===== src/design/bqd_pkg.sv =====
// ----------------------------------------------------------------------------
// bqd_pkg
// Shared types and constants for the fixed-point biquad section: channel
// payloads, register indexes and the controller-to-datapath command set.
// ----------------------------------------------------------------------------
package bqd_pkg;

  // Sample and accumulator widths fixed by the Q15 / Q31 number formats
  localparam int SampleW = 16;
  localparam int AccW    = 32;
  localparam int RegIdxW = 3;

  localparam logic signed [AccW-1:0] AccMax = {1'b0, {(AccW-1){1'b1}}};
  localparam logic signed [AccW-1:0] AccMin = {1'b1, {(AccW-1){1'b0}}};
  // Only -1.0 * -1.0 overflows: raw product equals 2^30
  localparam logic signed [AccW-1:0] MulOvf = {2'b01, {(AccW-2){1'b0}}};
  localparam logic signed [AccW-1:0] RoundK = {{(AccW-SampleW){1'b0}}, 1'b1,
                                               {(SampleW-1){1'b0}}};
  localparam logic signed [SampleW-1:0] SmpMax = {1'b0, {(SampleW-1){1'b1}}};
  localparam logic signed [SampleW-1:0] SmpMin = {1'b1, {(SampleW-1){1'b0}}};

  // Configuration register indexes
  localparam logic [RegIdxW-1:0] REG_B0 = 3'd0;
  localparam logic [RegIdxW-1:0] REG_B1 = 3'd1;
  localparam logic [RegIdxW-1:0] REG_B2 = 3'd2;
  localparam logic [RegIdxW-1:0] REG_A1 = 3'd3;
  localparam logic [RegIdxW-1:0] REG_A2 = 3'd4;

  typedef struct packed {
    logic signed [SampleW-1:0] sample_in;
  } in_item_t;

  typedef struct packed {
    logic signed [SampleW-1:0] sample_out;
    logic                      saturated;
  } out_item_t;

  typedef struct packed {
    logic [RegIdxW-1:0]        reg_index;
    logic signed [SampleW-1:0] wdata;
  } cfg_req_t;

  // Datapath operation for the current cycle
  typedef enum logic [2:0] {
    OP_NONE = 3'd0,
    OP_MB0  = 3'd1,
    OP_AD1  = 3'd2,
    OP_RND  = 3'd3,
    OP_MA1  = 3'd4,
    OP_AA1  = 3'd5,
    OP_UD1  = 3'd6,
    OP_FIN  = 3'd7
  } op_t;

  typedef struct packed {
    logic load_in;
    op_t  op;
  } dp_cmd_t;

  typedef struct packed {
    logic out_free;
  } dp_status_t;

endpackage


===== src/design/bqd_chan_if.sv =====
// ----------------------------------------------------------------------------
// bqd_chan_if
// Valid/ready channel carrying one payload type per request.
// ----------------------------------------------------------------------------
interface bqd_chan_if #(
  parameter type payload_t = logic
) ();
  logic     valid;
  logic     ready;
  payload_t data;

  modport source (output valid, output data, input ready);
  modport sink   (input valid, input data, output ready);
endinterface


===== src/design/bqd_ctrl.sv =====
// ----------------------------------------------------------------------------
// bqd_ctrl
// Sequencer for one biquad step: walks the shared multiplier and adder
// through the seven operations and holds the last one until the result
// register is free.
// ----------------------------------------------------------------------------
module bqd_ctrl (
  input  logic                clk,
  input  logic                rst,
  input  logic                in_valid,
  output logic                in_ready,
  output bqd_pkg::dp_cmd_t    cmd,
  input  bqd_pkg::dp_status_t status
);

  typedef enum logic [7:0] {
    ST_IDLE = 8'b0000_0001,
    ST_MB0  = 8'b0000_0010,
    ST_AD1  = 8'b0000_0100,
    ST_RND  = 8'b0000_1000,
    ST_MA1  = 8'b0001_0000,
    ST_AA1  = 8'b0010_0000,
    ST_UD1  = 8'b0100_0000,
    ST_FIN  = 8'b1000_0000
  } state_t;

  state_t state;
  state_t state_next;

  // Advance one operation per cycle; hold the final one while output is full
  always_comb begin
    state_next = state;
    case (state)
      ST_IDLE: begin
        if (in_valid) state_next = ST_MB0;
      end
      ST_MB0:  state_next = ST_AD1;
      ST_AD1:  state_next = ST_RND;
      ST_RND:  state_next = ST_MA1;
      ST_MA1:  state_next = ST_AA1;
      ST_AA1:  state_next = ST_UD1;
      ST_UD1:  state_next = ST_FIN;
      ST_FIN: begin
        if (status.out_free) state_next = ST_IDLE;
      end
      default: state_next = ST_IDLE;
    endcase
  end

  always_ff @(posedge clk) begin
    if (rst) begin
      state <= ST_IDLE;
    end else begin
      state <= state_next;
    end
  end

  // Decode the state into a datapath command
  always_comb begin
    cmd.load_in = (state == ST_IDLE) && in_valid;
    case (state)
      ST_MB0:  cmd.op = bqd_pkg::OP_MB0;
      ST_AD1:  cmd.op = bqd_pkg::OP_AD1;
      ST_RND:  cmd.op = bqd_pkg::OP_RND;
      ST_MA1:  cmd.op = bqd_pkg::OP_MA1;
      ST_AA1:  cmd.op = bqd_pkg::OP_AA1;
      ST_UD1:  cmd.op = bqd_pkg::OP_UD1;
      ST_FIN:  cmd.op = bqd_pkg::OP_FIN;
      default: cmd.op = bqd_pkg::OP_NONE;
    endcase
  end

  assign in_ready = (state == ST_IDLE);

endmodule


===== src/design/bqd_dp.sv =====
// ----------------------------------------------------------------------------
// bqd_dp
// Biquad datapath: coefficient registers, delay words, one shared 16x16
// fractional multiplier, one shared saturating 32-bit adder, the rounding
// and negation logic, and the result register.
// ----------------------------------------------------------------------------
module bqd_dp (
  input  logic                clk,
  input  logic                rst,
  input  bqd_pkg::dp_cmd_t    cmd,
  output bqd_pkg::dp_status_t status,
  input  bqd_pkg::in_item_t   in_item,
  input  logic                cfg_valid,
  input  bqd_pkg::cfg_req_t   cfg_req,
  output logic                out_valid,
  output bqd_pkg::out_item_t  out_item,
  input  logic                out_ready
);

  localparam int SW = bqd_pkg::SampleW;
  localparam int AW = bqd_pkg::AccW;

  logic signed [SW-1:0] coef_b0, coef_b1, coef_b2, coef_a1, coef_a2;
  logic signed [SW-1:0] x;
  logic signed [SW-1:0] y;
  logic signed [SW-1:0] yn;
  logic signed [AW-1:0] prod, fwd, fwd2, acc;
  logic signed [AW-1:0] delay_first, delay_second;
  logic                 sat;

  logic signed [SW-1:0] mul_a, mul_b;
  logic signed [AW-1:0] mul_raw, mul_res;
  logic                 mul_sat;
  logic signed [AW-1:0] add_a, add_b, add_res;
  logic signed [AW:0]   add_sum;
  logic                 add_sat;
  logic signed [SW-1:0] rnd_hi, neg_res;
  logic                 neg_sat;
  logic                 sat_next;
  logic                 out_free;

  // Write coefficient registers; indexes past the last register are dropped
  always_ff @(posedge clk) begin
    if (rst) begin
      coef_b0 <= '0;
      coef_b1 <= '0;
      coef_b2 <= '0;
      coef_a1 <= '0;
      coef_a2 <= '0;
    end else if (cfg_valid) begin
      case (cfg_req.reg_index)
        bqd_pkg::REG_B0: coef_b0 <= cfg_req.wdata;
        bqd_pkg::REG_B1: coef_b1 <= cfg_req.wdata;
        bqd_pkg::REG_B2: coef_b2 <= cfg_req.wdata;
        bqd_pkg::REG_A1: coef_a1 <= cfg_req.wdata;
        bqd_pkg::REG_A2: coef_a2 <= cfg_req.wdata;
        default: ;
      endcase
    end
  end

  // Select multiplier operands
  always_comb begin
    case (cmd.op)
      bqd_pkg::OP_AD1: begin mul_a = coef_b1; mul_b = x;       end
      bqd_pkg::OP_RND: begin mul_a = coef_b2; mul_b = x;       end
      bqd_pkg::OP_MA1: begin mul_a = yn;      mul_b = coef_a1; end
      bqd_pkg::OP_AA1: begin mul_a = yn;      mul_b = coef_a2; end
      default:         begin mul_a = coef_b0; mul_b = x;       end
    endcase
  end

  // Fractional multiply: double the product, clamp the single overflow case
  assign mul_raw = AW'(mul_a) * AW'(mul_b);
  assign mul_sat = (mul_raw == bqd_pkg::MulOvf);
  assign mul_res = mul_sat ? bqd_pkg::AccMax : {mul_raw[AW-2:0], 1'b0};

  // Select adder operands
  always_comb begin
    case (cmd.op)
      bqd_pkg::OP_AD1: begin add_a = delay_first;  add_b = prod;           end
      bqd_pkg::OP_RND: begin add_a = acc;          add_b = bqd_pkg::RoundK; end
      bqd_pkg::OP_AA1: begin add_a = prod;         add_b = fwd;            end
      bqd_pkg::OP_UD1: begin add_a = delay_second; add_b = acc;            end
      default:         begin add_a = prod;         add_b = fwd2;           end
    endcase
  end

  // Saturating add: overflow when the two top sum bits disagree
  assign add_sum = {add_a[AW-1], add_a} + {add_b[AW-1], add_b};
  assign add_sat = (add_sum[AW] != add_sum[AW-1]);
  assign add_res = add_sat ? (add_sum[AW] ? bqd_pkg::AccMin : bqd_pkg::AccMax)
                           : add_sum[AW-1:0];

  // Rounded output and its saturating negation
  assign rnd_hi  = add_res[AW-1:AW-SW];
  assign neg_sat = (rnd_hi == bqd_pkg::SmpMin);
  assign neg_res = neg_sat ? bqd_pkg::SmpMax : -rnd_hi;

  // Gather saturation events for the current operation
  always_comb begin
    case (cmd.op)
      bqd_pkg::OP_MB0: sat_next = mul_sat;
      bqd_pkg::OP_AD1: sat_next = sat | add_sat | mul_sat;
      bqd_pkg::OP_RND: sat_next = sat | add_sat | neg_sat | mul_sat;
      bqd_pkg::OP_MA1: sat_next = sat | mul_sat;
      bqd_pkg::OP_AA1: sat_next = sat | add_sat | mul_sat;
      bqd_pkg::OP_UD1: sat_next = sat | add_sat;
      bqd_pkg::OP_FIN: sat_next = sat | add_sat;
      default:         sat_next = sat;
    endcase
  end

  assign out_free        = !out_valid || out_ready;
  assign status.out_free = out_free;

  // Working registers of the step
  always_ff @(posedge clk) begin
    if (cmd.load_in) x <= in_item.sample_in;
    if (cmd.op != bqd_pkg::OP_FIN) sat <= sat_next;
    case (cmd.op)
      bqd_pkg::OP_MB0: prod <= mul_res;
      bqd_pkg::OP_AD1: begin
        acc  <= add_res;
        prod <= mul_res;
      end
      bqd_pkg::OP_RND: begin
        y    <= rnd_hi;
        yn   <= neg_res;
        fwd  <= prod;
        prod <= mul_res;
      end
      bqd_pkg::OP_MA1: begin
        fwd2 <= prod;
        prod <= mul_res;
      end
      bqd_pkg::OP_AA1: begin
        acc  <= add_res;
        prod <= mul_res;
      end
      default: ;
    endcase
  end

  // Update the delay words: first word in its own cycle, second with the result
  always_ff @(posedge clk) begin
    if (rst) begin
      delay_first  <= '0;
      delay_second <= '0;
    end else begin
      if (cmd.op == bqd_pkg::OP_UD1) delay_first <= add_res;
      if (cmd.op == bqd_pkg::OP_FIN && out_free) delay_second <= add_res;
    end
  end

  // Result register: load when free, drop once taken
  always_ff @(posedge clk) begin
    if (rst) begin
      out_valid <= 1'b0;
    end else if (cmd.op == bqd_pkg::OP_FIN && out_free) begin
      out_valid <= 1'b1;
    end else if (out_ready) begin
      out_valid <= 1'b0;
    end
  end

  always_ff @(posedge clk) begin
    if (cmd.op == bqd_pkg::OP_FIN && out_free) begin
      out_item.sample_out <= y;
      out_item.saturated  <= sat_next;
    end
  end

endmodule


===== src/design/fixed_point_biquad_iir.sv =====
// Second-order IIR section, transposed direct form II, Q15 samples and
// coefficients with saturating Q31 arithmetic. A new sample is accepted only
// in the idle state, and the result is registered out of the final operation
// of its step: the five products share one 16x16 multiplier and the four sums
// plus the rounding share one saturating adder, and the recursion through
// the two delay words orders them. The result sits in an output register, so
// a new sample is taken while the previous result waits; only the last cycle
// of a step stalls if that register is still full.
// Coefficient writes are taken every cycle and are meant for idle periods.
// ----------------------------------------------------------------------------
// fixed_point_biquad_iir
// Top level: joins the sequencer and the datapath to the three channels.
// ----------------------------------------------------------------------------
module fixed_point_biquad_iir (
  input  logic       clk,
  input  logic       rst,
  bqd_chan_if.sink   in_ch,
  bqd_chan_if.source out_ch,
  bqd_chan_if.sink   cfg_ch
);

  bqd_pkg::dp_cmd_t    cmd;
  bqd_pkg::dp_status_t status;

  bqd_ctrl u_ctrl (
    .clk      (clk),
    .rst      (rst),
    .in_valid (in_ch.valid),
    .in_ready (in_ch.ready),
    .cmd      (cmd),
    .status   (status)
  );

  bqd_dp u_dp (
    .clk       (clk),
    .rst       (rst),
    .cmd       (cmd),
    .status    (status),
    .in_item   (in_ch.data),
    .cfg_valid (cfg_ch.valid),
    .cfg_req   (cfg_ch.data),
    .out_valid (out_ch.valid),
    .out_item  (out_ch.data),
    .out_ready (out_ch.ready)
  );

  // Register writes never stall
  assign cfg_ch.ready = 1'b1;

`ifndef SYNTH
  // An accepted sample starts with the first product
  a_start: assert property (@(posedge clk) disable iff (rst)
    (in_ch.valid && in_ch.ready) |=> (cmd.op == bqd_pkg::OP_MB0))
    else $error("accepted sample did not start the sequence");

  // A result appears only out of the final operation
  a_rise: assert property (@(posedge clk) disable iff (rst)
    $rose(out_ch.valid) |-> $past(cmd.op == bqd_pkg::OP_FIN))
    else $error("result raised outside the final operation");

  // The final operation with a free slot always delivers
  a_deliver: assert property (@(posedge clk) disable iff (rst)
    (cmd.op == bqd_pkg::OP_FIN && status.out_free) |=> out_ch.valid)
    else $error("finished step produced no result");
`endif

endmodule


===== src/flat_wrapper.sv =====
// flat-port wrapper written by rule: the top's interface ports become plain ports
module fixed_point_biquad_iir_flat 
  (clk, rst, in_ch_valid, in_ch_data, in_ch_ready, out_ch_valid, out_ch_data, out_ch_ready, cfg_ch_valid, cfg_ch_data, cfg_ch_ready);
  bqd_chan_if #(.payload_t(bqd_pkg::in_item_t)) in_ch_i ();
  bqd_chan_if #(.payload_t(bqd_pkg::out_item_t)) out_ch_i ();
  bqd_chan_if #(.payload_t(bqd_pkg::cfg_req_t)) cfg_ch_i ();
  input  logic clk;
  input  logic rst;
  input wire logic [$bits(in_ch_i.valid)-1:0] in_ch_valid;
  input wire logic [$bits(in_ch_i.data)-1:0] in_ch_data;
  output wire logic [$bits(in_ch_i.ready)-1:0] in_ch_ready;
  output wire logic [$bits(out_ch_i.valid)-1:0] out_ch_valid;
  output wire logic [$bits(out_ch_i.data)-1:0] out_ch_data;
  input wire logic [$bits(out_ch_i.ready)-1:0] out_ch_ready;
  input wire logic [$bits(cfg_ch_i.valid)-1:0] cfg_ch_valid;
  input wire logic [$bits(cfg_ch_i.data)-1:0] cfg_ch_data;
  output wire logic [$bits(cfg_ch_i.ready)-1:0] cfg_ch_ready;
  assign in_ch_i.valid = in_ch_valid;
  assign in_ch_i.data = in_ch_data;
  assign in_ch_ready = in_ch_i.ready;
  assign out_ch_valid = out_ch_i.valid;
  assign out_ch_data = out_ch_i.data;
  assign out_ch_i.ready = out_ch_ready;
  assign cfg_ch_i.valid = cfg_ch_valid;
  assign cfg_ch_i.data = cfg_ch_data;
  assign cfg_ch_ready = cfg_ch_i.ready;
  fixed_point_biquad_iir u_core (.clk(clk), .rst(rst), .in_ch(in_ch_i), .out_ch(out_ch_i), .cfg_ch(cfg_ch_i));
endmodule

===== config.mk =====
export PLATFORM = sky130hd
export DESIGN_NAME = fixed_point_biquad_iir_flat
export DESIGN_NICKNAME = d
export VERILOG_FILES = /design/src/design/bqd_pkg.sv /design/src/design/bqd_chan_if.sv /design/src/design/bqd_ctrl.sv /design/src/design/bqd_dp.sv /design/src/design/fixed_point_biquad_iir.sv /design/src/flat_wrapper.sv
export SDC_FILE = /design/constraint.sdc
export NUM_CORES = 2
export LEC_CHECK = 0
export ABC_AREA = 1
export BUFFER_PORTS_ARGS = -buffer_cell sky130_fd_sc_hd__buf_2
export CAP_MARGIN = 10
export CORE_AREA = 2 2 228 230
export CTS_BUF_LIST = sky130_fd_sc_hd__clkbuf_4 sky130_fd_sc_hd__clkbuf_8 sky130_fd_sc_hd__clkbuf_16
export DETAILED_ROUTE_END_ITERATION = 6
export DIE_AREA = 0 0 230 232
export PLACE_DENSITY = 0.68
export SLEW_MARGIN = 20
export SYNTH_ARGS = -nofsm -noshare
export SYNTH_HDL_FRONTEND = slang
export SYNTH_HIERARCHICAL = 1
export SYNTH_SLANG_ARGS = --single-unit

===== constraint.sdc =====
create_clock -name clk -period 13 [get_ports clk]
set_input_delay 3.25 -clock clk [delete_from_list [all_inputs] [get_ports clk]]
set_output_delay 3.25 -clock clk [all_outputs]
set_load 0.005 [all_outputs]

* After elaboration in Yosys (flattened, before gate mapping)
Index checks and enable logic that the tools add are counted.
Cells by class: add/sub/neg operators 2, $mul 1, divide/modulo/power cells 0, magnitude comparators 0, equality and inequality tests 25, shifts and indexed selects 0, mux-type cells 14, bitwise gates (word level) 5, reduce and logical (&&, ||, !) cells 16
Operators with widths (count):
- one-hot mux 32 bit (4 select lines) | 1
- one-hot mux 32 bit (3 select lines) | 1
- 2-to-1 mux 32 bit | 2
- one-hot mux 8 bit (8 select lines) | 1
- one-hot mux 16 bit (3 select lines) | 1
- adder 32 x 32 -> 33 bit | 1
- equality test 32 bit (second input constant) | 1
- multiplier 16 x 16 -> 32 bit | 1
- one-hot mux 16 bit (2 select lines) | 1
- one-hot mux 3 bit (7 select lines) | 1
- equality test 16 bit (second input constant) | 1
- 2-to-1 mux 8 bit | 2
- negation 16 bit | 1
- equality test 3 bit (second input constant) | 5
- equality test 3 x 2 -> 1 bit (second input constant) | 4
- AND reduction 2 bit | 6
- equality test 8 x 1 -> 1 bit (second input constant) | 1
- equality test 8 x 2 -> 1 bit (second input constant) | 1
- equality test 8 x 3 -> 1 bit (second input constant) | 1
- equality test 8 x 4 -> 1 bit (second input constant) | 1
- equality test 8 x 5 -> 1 bit (second input constant) | 1
- equality test 8 x 6 -> 1 bit (second input constant) | 1
- equality test 8 x 7 -> 1 bit (second input constant) | 1
- equality test 8 bit (second input constant) | 1
- 14 further kinds | 25
Storage, ports and cells: register bits 347, bits in latches 0, memory bits (writable) 0, ROM bits 0, input port bits 40, output and inout port bits 20, logic and storage cells 83, memories 0

* Longest topological paths before layout
depth in word-level cells 11, gate-level depth with buffers 46, gate-level depth less buffers 46

* Hierarchy
Netlist, hierarchy kept.
Modules (own cells, without submodules):
- bqd_dp | instances 1, cells each 3372, area an instance 27117.3 um^2, sequential area each 8728.4 um^2
- bqd_ctrl | instances 1, cells each 79, area an instance 506.7 um^2, sequential area each 160.2 um^2
- fixed_point_biquad_iir | instances 1, cells each 2, area an instance 11.3 um^2, sequential area each 0.0 um^2

* Worst setup path before layout
No wires, ideal clock.
path kind register to register, from register u_core.u_ctrl.state[5], to register u_core.u_dp.yn[14], data pin, setup time 0.249 ns, data arrival time 7.567 ns, required time 12.751 ns, slack 5.183 ns, stages on the path, launching flop included 43, path buffers 4, period minus slack after synthesis 7.817 ns, cells stage by stage dfxtp_1 -> inv_1 -> nand2_1 -> nor2_2 -> o21ai_0 -> nand3_1 -> nor2_1 -> nand2_1 -> clkinv_1 -> clkbuf_1 -> buf_1 -> nand2_1 -> o211ai_1 -> o21ai_0 -> inv_1 -> ha_1 -> inv_1 -> fa_1 -> (+7 left out) -> nand2_2 -> nand3_1 -> nand2_1 -> ha_1 -> buf_2 -> clkinv_1 -> clkbuf_1 -> nand3_1 -> nand2_1 -> inv_1 -> ha_1 -> nand4_1 -> nor2_4 -> nand2_2 -> nor3_2 -> nand3_1 -> nand2_1 -> inv_1
RTL lines:
- from (decl) | line bqd_ctrl.sv:27 | state_t state;
- from (signal assigned) | line bqd_ctrl.sv:54 | state <= state_next;
- to (signal assigned) | line bqd_dp.sv:129 | yn <= neg_res;
- to (decl) | line bqd_dp.sv:26 | logic signed [SW-1:0] yn;

==> results.cfg <==
[global_routing]
grt_max_degree = 82
grt_pass1_vias = 23700
grt_overflow = 0
antenna_found_initial = 2
grt_pass1_wl_mm = 130
grtUsageTotal_pct = 31.3

[setup_path]
critical_path_class = reg2reg
critPathBufInv = 7
slowest_stage = fa_1
critPathMaxStageDelay_ns = 0.84
start_kind = flop
cp_max_fo = 37
path_delay_family = adder cells
reg2reg_setup_slack_ns = 2.58
crit_path_end_kind = flop
crit_arrival_ns = 10.74
required_ns = 13.32

[floorplan]
num_rows = 83
dieWidth_um = 230
ios = 60
dieArea_sq_um = 53400
initial_core_util_pct = 54.3
dieHeight_um = 232
core_sq_um = 50900

[clock_tree]
cts_tree = done
path_clk_slew_ns = 0.06
cts_buffers = 40
cts_resized = 0
clk-insertion-delay-late_ns = 0.58
hold_buffers = 0
postCtsSetupBuffers = 0
clock-sinks = 347
ctsHtreeMaxLevel = 2
cts-root-buf = clkbuf_16
cts_buffer_depth = 3

[power]
comb_power_share_pct = 25.9
ir_drop_v = 0.000100
pwr-share-clk_pct = 35.2
leakage_nw = 13.9
switchingPower_mw = 1.04
p_total_mw = 3.13
p_int_mw = 2.09
powerDensity_nw_per_um2 = 105
sequentialPowerShare_pct = 38.9
p_sw_share_pct = 33.3

[synthesis]
avgSynthCellArea_sq_um = 8.00
ys_types = 52
yosys.cell_count.top_type = nand2_1
synth_common_cells = nand2_1 (712), inv_1 (685), nor2_1 (419), fa_1 (263), edfxtp_1 (194)
synth_area_sq_um = 27600
ys_seq_elements = 347
syn_inst = 3453
synth_edf_count = 194
yosys_warnings = 6
synth_top_area_share_pct = 21.1
synthTopCellsByArea = edfxtp_1 (21%), fa_1 (19%), dfxtp_1 (11%)
syn_nets = 3873
yosysTopAreaCell = edfxtp_1
async_reset_ff_share_pct = 0
ys_seq_area_share_pct = 32.2
ys.flop_type = edfxtp_1

[finish]
fin_nets = 3892
area_delta_synth_final_pct = 8.35
post-route-util_pct = 58.8
drive_above_1_share_pct = 6.85
finalInstanceArea_sq_um = 29900

[placed_design]
place_area_sq_um = 28700
port_buffers = 58
dp_hpwl_mm = 60.9
place_congestion = 1.00

[routing]
wl_mm = 82.1
via_per_inst = 5.59
vias = 23400
drtIter0Drc = 2058
dr.pass1.iters = 6
detail-route-antenna-nets = 0
drc = 0
post_drt_wl_per_cell_um = 19.6

[timing]
max_freq_mhz = 96.0
period_minus_slack_ns = 10.42
period_share_pct = 80.1
slew_headroom_pct = 27.9
setup_viol = 0
fin_worst_skew_ns = 0.0336
finalSetupTns_ns = 0
tightest_slew_ns = 1.08
hold_viol = 0
rsz0062_at_grt = false
timing.final.max_slew_violations = 0

[run_status]
status = complete, no violations

[run]
maxCapViolCount = 0

[worst_hold_path]
worst_hold_path_type = reg2reg
stage by stage:
stage	worst slack (ns)	hold WS (ns)	cells
2_1_floorplan	5.18	0.400	3453
3_3_place_gp	2.88	0.402	4110
3_5_place_dp	2.77	0.405	4110
4_1_cts	2.76	0.416	4183
5_1_grt	1.94	0.434	4185
6_report	2.58	0.407	4185
metal layers:
metal	part of all wire (%)	vias up	track usage, %	wire length [um]
met3	6.5	241	3.86	5350
li1	-	10900	-	-
met1	40	11300	38.7	32500
met4	5.4	0	15.9	4400
met2	49	935	54.0	39900
met5	0	-	0	0
final cells by class:
class                           instances  area [sq um]
Fill cell                            4660         20900
Multi-Input combinational cell       2281         15700
Sequential cell                       347          8890
Clock inverter                         21           173
Timing Repair Buffer                   93           556
Tap cell                              680           851
Inverter                              709          2660
Clock buffer                           52          1110
Antenna cell                            2          5.00
path summary, 6_finish.rpt:
check,startpoint,endpoint,cells after the start
max,u_core/u_ctrl/state[5]$_SDFFE_PP0P_,u_core/u_dp/out_item[0]$_DFFE_PP_,36
min,u_core/u_dp/y[14]$_DFFE_PN_,u_core/u_dp/out_item[15]$_DFFE_PP_,0
max reg2reg,u_core/u_ctrl/state[5]$_SDFFE_PP0P_,u_core/u_dp/out_item[0]$_DFFE_PP_,36
min reg2reg,u_core/u_dp/y[14]$_DFFE_PN_,u_core/u_dp/out_item[15]$_DFFE_PP_,0
layout by cell type (no fill, tap or decap), types with 6 or more instances in the layout:
cell | Yosys | final
a211oi_1 | 45 | 45
a21oi_1 | 168 | 163
a221oi_1 | 11 | 11
a22oi_1 | 7 | 7
a31oi_1 | 7 | 7
a41oi_1 | 25 | 25
buf_2 | 6 | 57
buf_4 | 1 | 36
clkbuf_16 | 0 | 41
clkbuf_4 | 0 | 10
clkinv_1 | 13 | 18
clkinv_2 | 0 | 8
dfxtp_1 | 153 | 153
edfxtp_1 | 194 | 194
fa_1 | 263 | 263
ha_1 | 117 | 117
inv_1 | 685 | 684
inv_2 | 11 | 11
nand2_1 | 712 | 711
nand2_2 | 16 | 17
nand2_4 | 6 | 6
nand3_1 | 116 | 113
nand3b_1 | 9 | 9
nand4_1 | 27 | 27
nor2_1 | 419 | 416
nor2_2 | 12 | 13
nor3_1 | 19 | 19
o211ai_1 | 30 | 30
o21ai_0 | 174 | 173
o21bai_1 | 6 | 6
o22ai_1 | 15 | 15
or2_2 | 8 | 8
xnor2_1 | 17 | 17
xor2_1 | 21 | 21
logic make-up (layout without fill, tap and decap cells):
logic type,Yosys count,after routing,synth area share [%]
compound gates,500,500,10.5
other cells,1,3,0.0136
fa+ha+maj,380,380,24.3
flops,347,347,32.2
xor+xnor,38,38,1.20
buf+inv,825,875,11.3
simple gates,1362,1362,20.5
worst reg2reg max path, delay by kind of cell (launching register included):
| kind | cells | cell delay, ns |
|---|---|---|
| adder cells (fa/ha/maj) | 7 | 3.90 |
| AND/OR/NAND/NOR | 18 | 3.23 |
| buffers and inverters | 7 | 1.64 |
| AO/OA/AOI/OAI | 3 | 0.79 |
| flip-flops | 1 | 0.36 |
| XOR/XNOR | 1 | 0.25 |
power by group through the flow:
stage          clock, mW  combinational [mW]  sequential, mW
6_report            1.10               0.811            1.22
5_1_grt             1.16               0.904            1.22
4_1_cts             1.12               0.804            1.22
3_5_place_dp           0               0.798            1.24
3_3_place_gp           0               0.789            1.24
2_1_floorplan          0               0.545            1.23
state kept, by name (all words and copies together) (netlist names), 17 cells and up:
signal / flops
u_core/u_dp/delay_second: 32
u_core/u_dp/out_item: 17
u_core/u_dp/acc: 32
u_core/u_dp/prod: 32
u_core/u_dp/delay_first: 32
u_core/u_dp/fwd: 32
u_core/u_dp/fwd2: 32
Note: power is estimated with default switching activity, not from simulation.
